File: src/rtl/core/stuffed_frame_transmitter_macros.svh
// ----------------------------------------------------------------------------
// Stuffed frame transmitter assertion macros
// Shared concurrent assertion forms for the transmitter modules.
// ----------------------------------------------------------------------------
`ifndef STUFFED_FRAME_TRANSMITTER_MACROS_SVH
`define STUFFED_FRAME_TRANSMITTER_MACROS_SVH

// Checked on every edge outside reset.
`define SFT_ASSERT(label, prop, msg) \
  label: assert property (@(posedge clk) disable iff (rst) prop) else $error(msg);

// Checked on every edge, reset included.
`define SFT_ASSERT_ALWAYS(label, prop, msg) \
  label: assert property (@(posedge clk) prop) else $error(msg);

`endif

File: src/rtl/core/sft_pkg.sv
// ----------------------------------------------------------------------------
// Stuffed frame transmitter package
// Line codes, register reset values, queue entry and sequencer types.
// ----------------------------------------------------------------------------
package sft_pkg;

  localparam logic [7:0] FLAG_BYTE  = 8'h7E;
  localparam logic [7:0] ESC_BYTE   = 8'h7D;
  localparam logic [7:0] ADDR_RESET = 8'hFF;
  localparam logic [7:0] CTRL_RESET = 8'h03;
  localparam logic [7:0] PROT_RESET = 8'h00;

  localparam int QUEUE_DEPTH = 2;
  localparam int CFG_INDEX_W = 2;
  localparam int CFG_DATA_W  = 8;

  typedef enum logic [CFG_INDEX_W-1:0] {
    CFG_STATION_ADDRESS = 2'd0,
    CFG_CONTROL_BYTE    = 2'd1,
    CFG_PROTOCOL_BYTE   = 2'd2
  } cfg_reg_t;

  // One classified payload item on its way to the sequencer.
  typedef struct packed {
    logic [7:0] data;
    logic       last;
    logic       hdr;
    logic       esc;
  } sft_entry_t;

  typedef enum logic [3:0] {
    PH_START,
    PH_FLAG,
    PH_ADDR,
    PH_CTRL,
    PH_PROT,
    PH_ESC,
    PH_DATA,
    PH_CS_LO,
    PH_CS_HI,
    PH_END
  } phase_t;

endpackage

File: src/rtl/core/stuffed_frame_transmitter.sv
// ----------------------------------------------------------------------------
// Stuffed frame transmitter
// Byte-stuffing framer with header, additive checksum and closing flag.
// ----------------------------------------------------------------------------
// Payload items enter on the in channel and come out as line bytes, one byte
// per clock at most. The first item of a frame is preceded by flag 0x7E and
// the address, control and protocol bytes; a payload 0x7E or 0x7D is preceded
// by escape 0x7D (the byte itself goes out unchanged). The item marked last
// is followed by the 16-bit sum of all header and stuffed bytes, low byte
// first, and the closing flag with frame_end set; run_last marks the final
// byte each item causes. An item therefore costs one line byte, two when it is
// escaped, plus four for a header and three for a trailer; the sequencer's
// single output register emits one line byte per cycle unless out_stall
// holds it. Items pass through a queue of QUEUE_DEPTH entries, so input is
// taken while a finished byte waits on a stalled output; a taken item enters
// the queue before its first byte is registered. Write registers only while idle.
// ----------------------------------------------------------------------------
module stuffed_frame_transmitter import sft_pkg::*; #(
  parameter int QUEUE_DEPTH_P = QUEUE_DEPTH
) (
  input  logic                   clk,
  input  logic                   rst,
  input  logic                   cfg_we,
  input  logic [CFG_INDEX_W-1:0] cfg_index,
  input  logic [CFG_DATA_W-1:0]  cfg_data,
  input  logic                   in_valid,
  output logic                   in_stall,
  input  logic [7:0]             payload_byte,
  input  logic                   payload_last,
  output logic                   out_valid,
  input  logic                   out_stall,
  output logic [7:0]             line_byte,
  output logic                   run_last,
  output logic                   frame_end
);

  logic [7:0] station_address;
  logic [7:0] control_byte;
  logic [7:0] protocol_byte;

  logic       q_push;
  logic       q_full;
  logic       q_pop;
  logic       q_head_valid;
  sft_entry_t q_entry;
  sft_entry_t q_head;

  // Header registers; drop writes to unused indexes.
  always_ff @(posedge clk) begin
    if (rst) begin
      station_address <= ADDR_RESET;
      control_byte    <= CTRL_RESET;
      protocol_byte   <= PROT_RESET;
    end else if (cfg_we) begin
      case (cfg_index)
        CFG_STATION_ADDRESS: station_address <= cfg_data;
        CFG_CONTROL_BYTE:    control_byte    <= cfg_data;
        CFG_PROTOCOL_BYTE:   protocol_byte   <= cfg_data;
        default: ;
      endcase
    end
  end

  // Classify: header needed, escape needed, frame close.
  sft_front u_front (
    .clk          (clk),
    .rst          (rst),
    .in_valid     (in_valid),
    .in_stall     (in_stall),
    .payload_byte (payload_byte),
    .payload_last (payload_last),
    .q_full       (q_full),
    .q_push       (q_push),
    .q_entry      (q_entry)
  );

  // Hold classified items so each side stalls on its own.
  sft_queue #(
    .DEPTH (QUEUE_DEPTH_P)
  ) u_queue (
    .clk        (clk),
    .rst        (rst),
    .push       (q_push),
    .push_entry (q_entry),
    .full       (q_full),
    .pop        (q_pop),
    .head_valid (q_head_valid),
    .head       (q_head)
  );

  // Advance through header, escape, data and trailer bytes.
  sft_back u_back (
    .clk             (clk),
    .rst             (rst),
    .station_address (station_address),
    .control_byte    (control_byte),
    .protocol_byte   (protocol_byte),
    .head_valid      (q_head_valid),
    .head            (q_head),
    .pop             (q_pop),
    .out_valid       (out_valid),
    .out_stall       (out_stall),
    .line_byte       (line_byte),
    .run_last        (run_last),
    .frame_end       (frame_end)
  );

endmodule

File: src/rtl/core/sft_front.sv
// ----------------------------------------------------------------------------
// Stuffed frame transmitter front end
// Accepts payload items, tracks frame opening and marks escapes.
// ----------------------------------------------------------------------------
module sft_front import sft_pkg::*; (
  input  logic       clk,
  input  logic       rst,
  input  logic       in_valid,
  output logic       in_stall,
  input  logic [7:0] payload_byte,
  input  logic       payload_last,
  input  logic       q_full,
  output logic       q_push,
  output sft_entry_t q_entry
);

  logic in_frame;

  assign in_stall = q_full;
  assign q_push   = in_valid && !q_full;

  always_comb begin
    q_entry.data = payload_byte;
    q_entry.last = payload_last;
    q_entry.hdr  = !in_frame;
    q_entry.esc  = (payload_byte == FLAG_BYTE) || (payload_byte == ESC_BYTE);
  end

  // Open on the first item, close on the one marked last.
  always_ff @(posedge clk) begin
    if (rst) begin
      in_frame <= 1'b0;
    end else if (q_push) begin
      in_frame <= !payload_last;
    end
  end

endmodule

File: src/rtl/core/sft_queue.sv
// ----------------------------------------------------------------------------
// Stuffed frame transmitter item queue
// Short first-in first-out buffer between front end and sequencer.
// ----------------------------------------------------------------------------
module sft_queue import sft_pkg::*; #(
  parameter int DEPTH = QUEUE_DEPTH
) (
  input  logic       clk,
  input  logic       rst,
  input  logic       push,
  input  sft_entry_t push_entry,
  output logic       full,
  input  logic       pop,
  output logic       head_valid,
  output sft_entry_t head
);

  `include "stuffed_frame_transmitter_macros.svh"

  localparam int IDX_W = (DEPTH > 1) ? $clog2(DEPTH) : 1;
  localparam int CNT_W = $clog2(DEPTH + 1);

  sft_entry_t         mem [DEPTH];
  logic [IDX_W-1:0]   wr_ptr;
  logic [IDX_W-1:0]   rd_ptr;
  logic [CNT_W-1:0]   count;

  assign full       = (count == CNT_W'(DEPTH));
  assign head_valid = (count != '0);
  assign head       = mem[rd_ptr];

  always_ff @(posedge clk) begin
    if (push) begin
      mem[wr_ptr] <= push_entry;
    end
  end

  always_ff @(posedge clk) begin
    if (rst) begin
      wr_ptr <= '0;
      rd_ptr <= '0;
      count  <= '0;
    end else begin
      if (push) begin
        wr_ptr <= (wr_ptr == IDX_W'(DEPTH - 1)) ? '0 : wr_ptr + 1'b1;
      end
      if (pop) begin
        rd_ptr <= (rd_ptr == IDX_W'(DEPTH - 1)) ? '0 : rd_ptr + 1'b1;
      end
      case ({push, pop})
        2'b10:   count <= count + 1'b1;
        2'b01:   count <= count - 1'b1;
        default: count <= count;
      endcase
    end
  end

  `SFT_ASSERT(a_q_no_overflow, push |-> !full, "queue written while full")
  `SFT_ASSERT(a_q_no_underflow, pop |-> head_valid, "queue read while empty")
  `SFT_ASSERT(a_q_count_up, push && !pop |=> count == $past(count) + 1'b1,
              "queue count lost a write")

endmodule

File: src/rtl/core/sft_back.sv
// ----------------------------------------------------------------------------
// Stuffed frame transmitter sequencer
// Expands each queued item into line bytes and keeps the running checksum.
// ----------------------------------------------------------------------------
module sft_back import sft_pkg::*; (
  input  logic       clk,
  input  logic       rst,
  input  logic [7:0] station_address,
  input  logic [7:0] control_byte,
  input  logic [7:0] protocol_byte,
  input  logic       head_valid,
  input  sft_entry_t head,
  output logic       pop,
  output logic       out_valid,
  input  logic       out_stall,
  output logic [7:0] line_byte,
  output logic       run_last,
  output logic       frame_end
);

  `include "stuffed_frame_transmitter_macros.svh"

  phase_t      phase;
  phase_t      phase_next;
  phase_t      eff;
  logic        load;
  logic        done;
  logic [7:0]  byte_sel;
  logic [15:0] running_sum;

  always_ff @(posedge clk) begin
    if (rst) begin
      phase <= PH_START;
    end else begin
      phase <= phase_next;
    end
  end

  always_comb begin
    eff = phase;
    if (phase == PH_START) begin
      eff = head.hdr ? PH_FLAG : (head.esc ? PH_ESC : PH_DATA);
    end
    load     = head_valid && (!out_valid || !out_stall);
    done     = 1'b0;
    byte_sel = head.data;
    phase_next = phase;
    case (eff)
      PH_FLAG:  begin byte_sel = FLAG_BYTE;           phase_next = PH_ADDR; end
      PH_ADDR:  begin byte_sel = station_address;     phase_next = PH_CTRL; end
      PH_CTRL:  begin byte_sel = control_byte;        phase_next = PH_PROT; end
      PH_PROT:  begin
        byte_sel   = protocol_byte;
        phase_next = head.esc ? PH_ESC : PH_DATA;
      end
      PH_ESC:   begin byte_sel = ESC_BYTE;            phase_next = PH_DATA; end
      PH_DATA:  begin
        byte_sel   = head.data;
        phase_next = head.last ? PH_CS_LO : PH_START;
        done       = !head.last;
      end
      PH_CS_LO: begin byte_sel = running_sum[7:0];    phase_next = PH_CS_HI; end
      PH_CS_HI: begin byte_sel = running_sum[15:8];   phase_next = PH_END; end
      PH_END:   begin
        byte_sel   = FLAG_BYTE;
        phase_next = PH_START;
        done       = 1'b1;
      end
      default:  begin byte_sel = head.data;           phase_next = PH_START; end
    endcase
    if (!load) begin
      phase_next = phase;
      done       = 1'b0;
    end
    pop = done;
  end

  // Restart the sum on the opening flag; leave it alone over the trailer.
  always_ff @(posedge clk) begin
    if (rst) begin
      running_sum <= '0;
    end else if (load) begin
      if (eff == PH_FLAG) begin
        running_sum <= {8'h00, FLAG_BYTE};
      end else if (eff != PH_CS_LO && eff != PH_CS_HI && eff != PH_END) begin
        running_sum <= running_sum + {8'h00, byte_sel};
      end
    end
  end

  always_ff @(posedge clk) begin
    if (rst) begin
      out_valid <= 1'b0;
    end else if (load) begin
      out_valid <= 1'b1;
    end else if (!out_stall) begin
      out_valid <= 1'b0;
    end
  end

  always_ff @(posedge clk) begin
    if (load) begin
      line_byte <= byte_sel;
      run_last  <= done;
      frame_end <= (eff == PH_END);
    end
  end

  `SFT_ASSERT(a_end_closes_run, out_valid && frame_end |-> run_last,
              "closing flag not marked as last of its item")
  `SFT_ASSERT(a_flag_restarts_sum, load && eff == PH_FLAG |=> running_sum == 16'h007E,
              "checksum not restarted by opening flag")
  `SFT_ASSERT(a_pop_on_load, pop |-> load && (eff == PH_DATA || eff == PH_END),
              "item released without its final byte")
  `SFT_ASSERT_ALWAYS(a_idle_after_reset, $past(rst) |-> phase == PH_START,
              "sequencer not idle after reset")

endmodule
File: config.mk
export PLATFORM = sky130hd
export DESIGN_NAME = stuffed_frame_transmitter
export DESIGN_NICKNAME = d
export VERILOG_FILES = /design/src/rtl/core/sft_pkg.sv /design/src/rtl/core/stuffed_frame_transmitter.sv /design/src/rtl/core/sft_front.sv /design/src/rtl/core/sft_queue.sv /design/src/rtl/core/sft_back.sv
export VERILOG_INCLUDE_DIRS = /design/src /design/src/rtl/core
export SDC_FILE = /design/constraint.sdc
export NUM_CORES = 1
export LEC_CHECK = 0
export BUFFER_PORTS_ARGS = -buffer_cell sky130_fd_sc_hd__buf_2
export CORE_ASPECT_RATIO = 1.2
export CORE_MARGIN = 4
export CORE_UTILIZATION = 50
export DETAILED_ROUTE_END_ITERATION = 10
export PLACE_DENSITY = 0.79
export SKIP_LAST_GASP = 1
export SYNTH_ARGS = -nofsm -noshare
export SYNTH_HDL_FRONTEND = slang
export SYNTH_SLANG_ARGS = --single-unit
File: constraint.sdc
create_clock -name clk -period 3.7 [get_ports clk]
set_clock_uncertainty 0.15 [all_clocks]
set_input_delay 0.555 -clock clk [delete_from_list [all_inputs] [get_ports clk]]
set_output_delay 0.555 -clock clk [all_outputs]
set_load 0.005 [all_outputs]
; Yosys cells after proc, flatten, opt, wreduce, memory -nomap -nowiden
; Memory sizes are Yosys's and may differ from the RTL's. A register that Yosys moved wholly into a read port is not among the register bits.
; Index checks and enable logic that the tools add are counted.
[totals]
ff_bits = 60
ramBits = 22
in_bits = 24
output_inout_bits = 12
mem_count = 1
[mem_list]
columns = memory, words, word_bits, rd, rd_ports_with_merged_regs, wr, line_no
row1 = u_queue.mem, 2, 11, 1, 1, 1, sft_queue.sv:23  ; sft_entry_t mem [DEPTH];
[op_classes]
n_addsub = 5
n_eq_ne = 20
n_mux = 19
reduce_logical = 22
[op_table]
columns = op, count
row1 = 8-bit case mux with 7 select lines, 1
row2 = 16-bit two-way mux, 2
row3 = 4-bit case mux with 8 select lines, 1
row4 = 16-bit by 8-bit adder with 16-bit output, 1
row5 = "4-bit by 3-bit == test with 1-bit output, second input constant", 4
row6 = "8-bit by 7-bit == test with 1-bit output, second input constant", 2
row7 = 1-bit two-way mux, 9
row8 = "4-bit by 2-bit == test with 1-bit output, second input constant", 2
row9 = "4-bit == test, second input constant", 2
row10 = 4-bit two-way mux, 2
row11 = "4-bit inequality test, second input constant", 2
row12 = 2-bit AND reduction, 4
row13 = "2-bit == test, second input constant", 3
row14 = 1-bit zero test, 6
row15 = 2-bit nonzero test, 3
row16 = "2-bit by 1-bit == test with 1-bit output, second input constant", 2
row17 = "4-bit by 1-bit == test with 1-bit output, second input constant", 1
row18 = 1-bit logical AND, 4
row19 = 4-bit zero test, 1
row20 = "4-bit by 3-bit inequality test with 1-bit output, second input constant", 1
row21 = 2-bit case mux with 2 select lines, 1
row22 = 3-bit two-way mux, 1
row23 = "1-bit adder, second input constant", 2
row24 = "2-bit by 1-bit adder with 2-bit output, second input constant", 1
row25 = other kinds (7), 8

; Longest topological paths before layout
; Gate-level depths: netlist (run 1).
[logic_depth]
word_depth = 9
ltp_mapped = 13
depth_no_buf = 12

; Modules after synthesis
; Synthesis (run 1) repeated with hierarchy kept, for this count alone.
[hier_totals]
cells_unflattened = 421
area_unflattened_um2 = 4304.1
[modules_own_cells]
columns = mod, n_inst, cells_each, area_per_inst_um2
row1 = sft_back, 1, 247, 2150.8
row2 = sft_queue, 1, 56, 997.2
row3 = stuffed_frame_transmitter, 1, 98, 996.0
row4 = sft_front, 1, 20, 160.2

; Worst setup path before layout (run 1)
; Ideal clock, no wire load.
[synth_path]
path_kind = register to register
startpoint = register u_back.phase[3]
endpoint = register u_back.running_sum[12]
setup_time_ns = 0.131
arrival_ns = 2.980
required_time_ns = 3.419
path_slack_ns = 0.439
path_stages_with_launch = 14
path_cell_list = dfxtp_1 -> clkbuf_1 -> nor2b_1 -> clkbuf_1 -> a22o_1 -> a222oi_1 -> o221ai_1 -> ha_1 -> fa_1 -> a211oi_1 -> o21ai_0 -> nand3_1 -> or4_1 -> a21oi_1
[synth_between]
elab_chain_cells = 8
word_cells_on_any_way = 22
cone_classes = add/sub (1) / eq/ne (11) / mux (4) / reduce/logical (6)
[synth_rtl]
columns = element, line_no
row1 = start: declaration, sft_back.sv:23  ; phase_t phase;
row2 = start signal: assignment, sft_back.sv:35  ; phase <= phase_next;
row3 = 4-bit zero test, sft_back.sv:41  ; if (phase == PH_START) begin
row4 = 4-bit two-way mux (*), sft_back.sv:41
row5 = 4-bit == test or 4-bit by 1-bit == test with 1-bit output (tied branches), sft_back.sv:48  ; case (eff)
row6 = 2-bit OR reduction (no source line), -
row7 = 8-bit case mux with 7 select lines (*), sft_back.sv:48
row8 = named net u_back.byte_sel[0], sft_back.sv:28  ; logic [7:0] byte_sel;
row9 = 16-bit by 8-bit adder with 16-bit output (*), sft_back.sv:86  ; running_sum <= running_sum + {8'h00, byte_sel};
row10 = 16-bit two-way mux (*), sft_back.sv:85  ; end else if (eff != PH_CS_LO && eff != PH_CS_HI && eff != PH_END) begin
row11 = 16-bit two-way mux (*), sft_back.sv:83  ; if (eff == PH_FLAG) begin
row12 = end signal: assignment, sft_back.sv:84  ; running_sum <= {8'h00, FLAG_BYTE};
row13 = end signal: assignment, sft_back.sv:86
row14 = end: declaration, sft_back.sv:29  ; logic [15:0] running_sum;
; Mark *: on every way through the listed nets, which the timed path passes. The rest lies on a longest branch. The select of a mux whose other input is x is not followed.
; A chain may end at the register's enable or synchronous reset.

; Worst setup path after layout (run 1)
[layout_path]
startpoint = register u_back.phase[0]
endpoint = register u_back.running_sum[11]
; Same word-level chain as after synthesis.

==> run metrics, run 1 <==
largest vdd supply drop 0.241 mV; Critical-path top delay cell dfxtp_1; num ports 36; Post-CTS Resized 0; Hold Crit Class in2reg; TritonCTS buffer count 9; Avg Inst Size Synth between 10 and 15 um2; number of diodes 0; Max-Cap Viols 0; Power Dens Cells around 560 mW/mm2; main combinational cell family by area after synthesis compound AO/OA/AOI/OAI gates; GR met2 Demand/Resource 34.0%; critical path, cell by cell mux2_2 > a222oi_1 > o211ai_1 > ha_1 > o21ai_0 > nor2_1 > a41oi_1 > buf_4 > or3_1 > a21oi_1; clock sink count 83; initial antenna violation count 0; placed cell count 519; Top Family by Delay on Critical Path compound AO/OA/AOI/OAI gates; drt pass-1 iters 6; dpl hpwl approximately 6900 um; area grow syn2layout 12.3%; library cells used by synthesis 57; total wire length between 9000 and 10,000 um; largest net degree at the start of global routing 50; Final Core Density 58.7%; top cells by area, synth dfxtp_1 25%, edfxtp_1 23%, mux2i_1 5.9%; vias in the first global route between 3,000 and 4,000; status finished, final reports clean; Final nets between 400 and 500; Tcrit/Tclk final 92.2%; Chip Height about 110 um; CP Launch Type flip-flop; input/output buffers 35; Critical Path RT 3830 ps; EDFF count, synth 32; area share of and/or/nand/nor cells after synthesis between 10% and 20%; Bufs and invs on worst path 1; Die W 90.6 um; vias 3,298; Starting Density a little over half; P_leak approximately 1.7 nW; # fillers approximately 660; DR WL/cell ~18 um; worst rel slew slack ~36%; leading post-synthesis cells by instance count 51 x dfxtp_1, 42 x nor2_1, 32 x edfxtp_1, 26 x a21oi_1, 24 x mux2i_1; Worst Setup Path Type reg2reg; Worst-Skew Late Latency between 300 and 400 ps; CTS tree done; GRT Residual Overflow 0; CP peak stage delay about 650 ps; Clock Path Buffers 2; Pwr Total 2.59 mW; post-synthesis xor/xnor area fraction 2.35%; share of post-route cells with drive strength above 1 19.2%; global-route wire length before repair 15,400 um; CTS root buffer clkbuf_8; H-tree depth 3; Synth top area share 24.9%; Synth Register Bits 83; Fin. Hold Viols 0; Synth Instances between 400 and 500; routability cong. about 0.91; register area share after synthesis 48.4%; Synth async-reset ratio 0%; post-synthesis compound-gate area fraction approximately a fifth; Adder-Cell Fraction of Synth Area 3.24%; crit-path max FO 12; Core ar. roughly 0.0078 mm2; # DRC 0; Final Cell Area 0.00460 mm2; fmax 0.293 GHz; RSZ-0062 raised after global routing no; synth warn 0; Syn Std Cell Area slightly above 0.004 mm2; Row Count 35; Worst setup EP type flip-flop; GRT met1 Usage between 20% and 30%; die area just under 0.01 mm2; Non-Filler Instances ~540; Primary FF master, synth dfxtp_1; GR peak layer met2; final setup fails 0; DRT antenna net count 0; min cycle time layout between 3000 and 4000 ps; Arr. time, crit path around 3600 ps; setup_tns 0 ps; GRT Resource Usage Total 20.0%; worst-margin pin slew around 960 ps; postcts setup bufs 0; post-synth net total 438; top-count cell post-synth dfxtp_1; M3 GR Usage roughly 3.7%; hold_buf cts 0; clock transition at the registers of the reported paths 80 ps; Synth area leader dfxtp_1; initial DRC count around 330; Vias per Instance 6.16; Final Max Slew Viols 0; post-synthesis mux area share just over 8%; placed cell areas about 0.0044 mm2
metrics by stage:
step                hold slack, ps  worst slack [ps]
finish                         253               287
global placement               287               372
detailed placement             306               211
floorplan                      280               439
CTS                            238               175
global route                   240              6.09
routing by layer:
layer  up-vias  wire length (um)
met3        35               564
met1      1546              3830
met4         0               401
li1       1580                 -
met2       137              4580
met5         -                 0
kinds of logic after synthesis:
kind of cell    after synthesis
compound gates              115
xor+xnor                     11
fa+ha+maj                    10
buf+inv                      36
flops                        83
mux                          32
simple gates                117
report_power, final:
group | switching (mW) | internal (mW)
clock | 0.340 | 0.316
sequential | 0.0669 | 1.06
combinational | 0.479 | 0.326
cells in the final DEF, fill, tap and decap left out, types with 3 or more instances in the layout:
cell type  instances
a222oi_1           6
a211o_1           11
nor3_1             7
a211oi_1           9
mux2_2             8
a31oi_1            4
nor2_1            42
nand3b_1           3
a21oi_1           26
buf_2             35
xor2_1             6
ha_1               9
dfxtp_1           50
o211ai_1           9
nor2b_1           10
edfxtp_1          32
nand2_1           18
nand3_1            8
clkbuf_8           9
mux2i_1           24
nor3b_2            3
o21bai_1           4
inv_1             10
nand2b_1           3
or3_1              7
o21ai_0           17
a22o_1             6
buf_4             14
a21o_1             3
xnor2_1            5
sequential cells by signal (all words and copies together), names as in the netlist, named ones only:
signal and count:
u_queue.count 2, u_back.running_sum 16, u_back.phase 4, station_address 8, u_back.run_last 1, protocol_byte 8
u_front.in_frame 1, u_queue.rd_ptr 1, control_byte 8, u_queue.mem 22, u_back.line_byte 8, u_queue.wr_ptr 1
u_back.out_valid 1, u_back.frame_end 1
layout make-up:
type                    count  area [um2]  share of cell area, %
flip-flops and latches     83        1980                   43.1
well taps                  92         115                   2.50
multi-input cells         285        1980                   43.1
clock buffers               9         124                   2.69
clock inverters             7        76.3                   1.66
repair buffers             49         280                   6.10
inverters                  10        37.5                  0.816
path summary, 6_finish.rpt:
check / startpoint / to / slack, ps / cells after the start
hold / removal: payload_byte[5] / u_queue.mem[0][8]$_DFFE_PP_ / 250 / 1
setup reg to reg: u_back.phase[0]$_SDFFE_PP0P_ / u_back.running_sum[11]$_SDFFE_PP0P_ / 290 / 10
hold reg to reg: control_byte[1]$_SDFFE_PP1P_ / control_byte[1]$_SDFFE_PP1P_ / 320 / 1
setup / recovery: u_back.phase[0]$_SDFFE_PP0P_ / u_back.running_sum[11]$_SDFFE_PP0P_ / 290 / 10
Note: power is estimated with default switching activity, not from simulation.
==> run 2, diff against run 1 <==
- BUFFER_PORTS_ARGS: -buffer_cell sky130_fd_sc_hd__buf_2 -> -buffer_cell sky130_fd_sc_hd__clkbuf_2
==> run metrics, run 2 (synthesized netlist as in run 1, its figures left out) <==
Biggest register u_queue.mem; max reg flops 22 (unchanged); Fin. Hold Viols 0 (unchanged); Tcrit/Tclk final 92.9% (+0.64 points); worst rel slew slack 32.8% (-2.9 points); DR WL/cell 17.7 um (+1.0%); most frequent cells in the layout 50 x dfxtp_1, 42 x nor2_1, 35 x clkbuf_2; vias 3,293 (-0.15%); Non-Filler Instances 534 (-0.19%); fmax 0.291 GHz (-0.69%); GRT Resource Usage Total 19.9% (-0.12 points); die area 0.00971 mm2 (unchanged); dpl hpwl 6790 um (-1.5%); Arr. time, crit path 3570 ps (+20 ps); P_leak 1.76 nW (+1.0%); routability cong. 0.885 (-2.8%); Critical Path RT 3830 ps (about the same); area grow syn2layout 12.7%; Chip Height 107 um (unchanged); H-tree depth 3 (unchanged); Starting Density 52.2% (unchanged); min cycle time layout 3440 ps (+23.8 ps); number of diodes 0 (unchanged); DRT antenna net count 0 (unchanged); final setup fails 0 (unchanged); Reg power frac 42.2% (-1.4 points); drt pass-1 iters 6 (unchanged); num ports 36 (unchanged); largest net degree at the start of global routing 50 (unchanged); initial antenna violation count 0 (unchanged); net switching power 906 uW (+2.3%); combinational power share 29.7% (-1.4 points); cell-internal power 1.78 mW (+4.1%); # DRC 0 (unchanged); worst-margin pin slew 1010 ps (+47.6 ps); Clk network pwr share 28.1% (+2.8 points); commonest non-fill, non-tap cell in the layout dfxtp_1; total wire length 9450 um (+0.84%); Vias per Instance 6.17 (about the same); Final Core Density 58.9% (+0.24 points); clock transition at the registers of the reported paths 100 ps (+20 ps); Final nets 471 (-0.21%); Hold WS 243 ps (-9.46 ps); Max-Cap Viols 0 (unchanged); global-route wire length before repair 15,300 um (-0.71%); Power Dens Cells 581 mW/mm2 (+3.1%); status finished, final reports clean; Worst Setup Path Type reg2reg; CTS tree done; TritonCTS buffer count 9 (unchanged); placed cell count 518 (-0.19%); clock sink count 83 (unchanged); setup_tns 0 ps (unchanged); # fillers 642 (-2.9%); CP Launch Type flip-flop; crit-path max FO 12 (unchanged); vias in the first global route 3,097 (-1.9%); Worst-Skew Late Latency 360 ps (about the same); Clock Path Buffers 2 (unchanged); Die W 90.6 um (unchanged); input/output buffers 35 (unchanged); share of post-route cells with drive strength above 1 18.8% (-0.41 points); postcts setup bufs 0 (unchanged); Final Cell Area 0.00462 mm2 (+0.41%); GRT Residual Overflow 0 (unchanged); Worst setup EP type flip-flop; final worst slack 264 ps (-23.8 ps); Final Max Slew Viols 0 (unchanged); Row Count 35 (unchanged); CTS root buffer clkbuf_8; Pwr Total 2.68 mW (+3.5%); pre-CTS setup slack 255 ps (+43.9 ps); Core ar. 0.00784 mm2 (unchanged); initial DRC count 281 (-14%); placed cell areas 0.00438 mm2 (-0.17%); Regs by FF count u_queue.mem: 22 flops, u_back.running_sum: 16 flops; RSZ-0062 raised after global routing no; largest vdd supply drop 0.319 mV (+32%); Hold Crit Class in2reg; Sw Ratio 33.8% (-0.41 points)
run 2: cell types whose count changed in the layout (fill, tap and decap cells not counted), sizes merged:
| cell | delta |
|---|---|
| clkinv | -2 |
| clkinvlp | -1 |
| bufinv | +1 |
| buf | -36 |
| clkbuf | +35 |
| inv | +2 |
run 2: worst paths after layout:
check        cells past startpoint                            endpoint                    startpoint  slack [ps]
min reg2reg                      1        control_byte[0]$_SDFFE_PP1P_  control_byte[0]$_SDFFE_PP1P_         320
max reg2reg                     10  u_back.running_sum[9]$_SDFFE_PP0P_  u_back.phase[0]$_SDFFE_PP0P_         260
min                              1         u_queue.mem[0][5]$_DFFE_PP_               payload_byte[2]         240
max                             10  u_back.running_sum[9]$_SDFFE_PP0P_  u_back.phase[0]$_SDFFE_PP0P_         260
run 2: what timing repair did:
action	CTS	global route
hold endpoints to repair	0	0
endpoints found under the setup margin	0	5
resized for setup	0	3
hold buffers	0	0
run 2: power groups by stage:
stage | Combinational, mW | Clock (mW) | Sequential, mW
finish | 0.796 | 0.754 | 1.13
global route | 0.881 | 0.803 | 1.14
CTS | 0.786 | 0.760 | 1.13
detailed placement | 0.781 | 0 | 1.15
global placement | 0.767 | 0 | 1.15
floorplan | 0.586 | 0 | 1.12
run 2: cell type report:
cell class,count,area (um2),share of cell area [%]
inverters,10,37.5,0.813
clock buffers,9,124,2.68
flip-flops and latches,83,1980,43.0
clock inverters,7,105,2.28
multi-input cells,285,1980,42.9
repair buffers,48,273,5.91
well taps,92,115,2.49
run 2: critical path, cell delays in order (launching register included):
cell	delay (ps)
dfxtp_1	640
mux2_2	410
a222oi_1	420
o211ai_1	290
ha_1	390
o21ai_0	90
nor2_1	150
a41oi_1	130
buf_4	180
or3_1	340
a31oi_1	160
run 2: routing by layer:
layer / share of wire (%) / GRT usage (%)
met1: 41 / 23.7
met2: 49 / 33.6
met3: 6.0 / 4.98
met4: 3.1 / 9.63
met5: 0 / 0
==> run 3, diff against run 2 <==
- clock period: 3.7 -> 4.1 ns (I/O delays scaled with it)
==> run metrics, run 3 (synthesized netlist as in run 1, its figures left out) <==
R2R setup slack 290 ps (+20 ps); Reg power frac 41.6% (-0.6 points); number of cells on the worst reg-to-reg path 13 (+3); max reg flops 22 (unchanged); Tcrit/Tclk final 93.0% (+0.13 points); hold_sp payload_byte[2]; Max-Cap Viols 0 (unchanged); Sw Ratio 32.5% (-1.3 points); die area 0.00971 mm2 (unchanged); # DRC 0 (unchanged); Row Count 35 (unchanged); Starting Density 52.2% (unchanged); placed cell areas 0.00435 mm2 (-0.86%); Worst Setup Path Type reg2reg; critical path, cell by cell buf_4 > nor3_1 > o21ai_0 > a21oi_1 > a21oi_1 > o221ai_1 > ha_1 > fa_1 > a211oi_1 > o21ai_0 > nand3_1 > a221oi_1 > o21ai_0; combinational power share 29.2% (-0.5 points); Final Cell Area 0.00460 mm2 (-0.38%); Chip Height 107 um (unchanged); Arr. time, crit path 3950 ps (+380 ps); drt pass-1 iters 7 (+1); final setup fails 0 (unchanged); dpl hpwl 6600 um (-2.8%); Power Dens Cells 532 mW/mm2 (-8.5%); routability cong. 0.923 (+4.2%); Clk network pwr share 29.1% (+1.0 points); net switching power 796 uW (-12%); P_leak 1.74 nW (-0.89%); H-tree depth 3 (unchanged); sequential cell area 0.00198 mm2 (about the same); GRT Residual Overflow 0 (unchanged); commonest non-fill, non-tap cell in the layout dfxtp_1; RSZ-0062 raised after global routing no; worst rel slew slack 34.4% (+1.6 points); r2r endpoint u_back.running_sum[10]$_SDFFE_PP0P_; Regs by FF count u_queue.mem: 22 flops, u_back.running_sum: 16 flops; Post-CTS Resized 0 (unchanged); largest vdd supply drop 0.253 mV (-21%); Clock Path Buffers 2 (unchanged); status finished, final reports clean; initial DRC count 321 (+14%); Biggest register u_queue.mem; Final Core Density 58.7% (-0.22 points); vias 3,272 (-0.64%); postcts setup bufs 0 (unchanged); fmax 0.262 GHz (-9.9%); vias in the first global route 3,011 (-2.8%); CP dominant cell by count o21ai_0; Worst setup EP type flip-flop; num ports 36 (unchanged); Bufs and invs on worst path 1 (unchanged); clock sink count 83 (unchanged); DRT antenna net count 0 (unchanged); GRT Resource Usage Total 19.2% (-0.72 points); largest net degree at the start of global routing 50 (unchanged); global-route wire length before repair 14,800 um (-3.0%); number of diodes 0 (unchanged); CTS tree done; Critical Path RT 4240 ps (+410 ps); TritonCTS buffer count 9 (unchanged); DR WL/cell 17.3 um (-2.3%); total wire length 9150 um (-3.2%); Fin. Hold Viols 0 (unchanged); min cycle time layout 3810 ps (+377 ps); Hold WS 300 ps (+56.6 ps); WHS Path Cells 1 (unchanged); Final nets 466 (-1.1%); footprint of the multi-input gates 0.00198 mm2 (+0.13%); hold_buf cts 0 (unchanged); crit-path max FO 11 (-1); CP peak stage delay 570 ps (-70 ps); cell-internal power 1.65 mW (-7.1%); area grow syn2layout 12.3%; input/output buffers 35 (unchanged); Min-Delay Endpoint u_queue.mem[0][5]$_DFFE_PP_; setup_tns 0 ps (unchanged); Worst-Skew Late Latency 360 ps (about the same); share of post-route cells with drive strength above 1 17.8% (-0.93 points); Worst Setup SP u_back.phase[3]$_SDFFE_PP0P_; initial antenna violation count 0 (unchanged); Core ar. 0.00784 mm2 (unchanged); Vias per Instance 6.19 (+0.30%); CTS root buffer clkbuf_8; Hold Crit Class in2reg; Top Family by Delay on Critical Path compound AO/OA/AOI/OAI gates; Die W 90.6 um (unchanged); CP Launch Type flip-flop; worst-margin pin slew 984 ps (-23.7 ps); most frequent cells in the layout 51 x dfxtp_1, 41 x nor2_1, 35 x clkbuf_2; # fillers 639 (-0.47%); Reg2Reg Launch Point u_back.phase[3]$_SDFFE_PP0P_; clock transition at the registers of the reported paths 90 ps (about the same); Critical-path top delay cell dfxtp_1; Final Max Slew Viols 0 (unchanged)
run 3: cell types whose count changed in the layout (fill, tap and decap cells not counted), sizes merged:
cell    before  now
inv         14   12
bufinv       2    3
clkinv       0    1
buf         13    8
run 3: worst max path at each step:
stage,endpoint,slack [ps],cells after the start
after floorplan,u_back.running_sum[12]$_SDFFE_PP0P_,840,13
after global placement,u_back.running_sum[10]$_SDFFE_PP0P_,340,11
after detailed placement,u_back.running_sum[10]$_SDFFE_PP0P_,310,11
after CTS,u_back.running_sum[10]$_SDFFE_PP0P_,270,11
after global routing,u_back.running_sum[13]$_SDFFE_PP0P_,40,12
final,u_back.running_sum[10]$_SDFFE_PP0P_,290,13
run 3: metal layers:
layer	global-route usage (%)	part of all wire, %
met1	23.8	41
met2	30.8	48
met3	5.05	7.5
met4	9.85	3.6
met5	0	0
run 3: cell type report:
type	instances	area share, %
clock buffer	9	2.69
clock inverter	7	2.69
inverter	10	0.816
multi-input combinational	285	43.1
sequential	83	43.1
tap	92	2.50
timing repair buffer	43	5.11
run 3: through the flow:
stage,power [mW],worst slack [ps],cells
2_1_floorplan,1.54,839,404
3_3_place_gp,1.72,338,513
3_5_place_dp,1.73,310,513
4_1_cts,2.44,267,529
5_1_grt,2.57,35.2,529
6_report,2.45,287,529
run 3: power groups by stage:
stage / clock [mW] / sequential, mW / combinational, mW
final: 0.713 / 1.02 / 0.714
after global routing: 0.757 / 1.03 / 0.788
after CTS: 0.721 / 1.02 / 0.704
after detailed placement: 0 / 1.04 / 0.695
after global placement: 0 / 1.03 / 0.684
after floorplan: 0 / 1.01 / 0.529
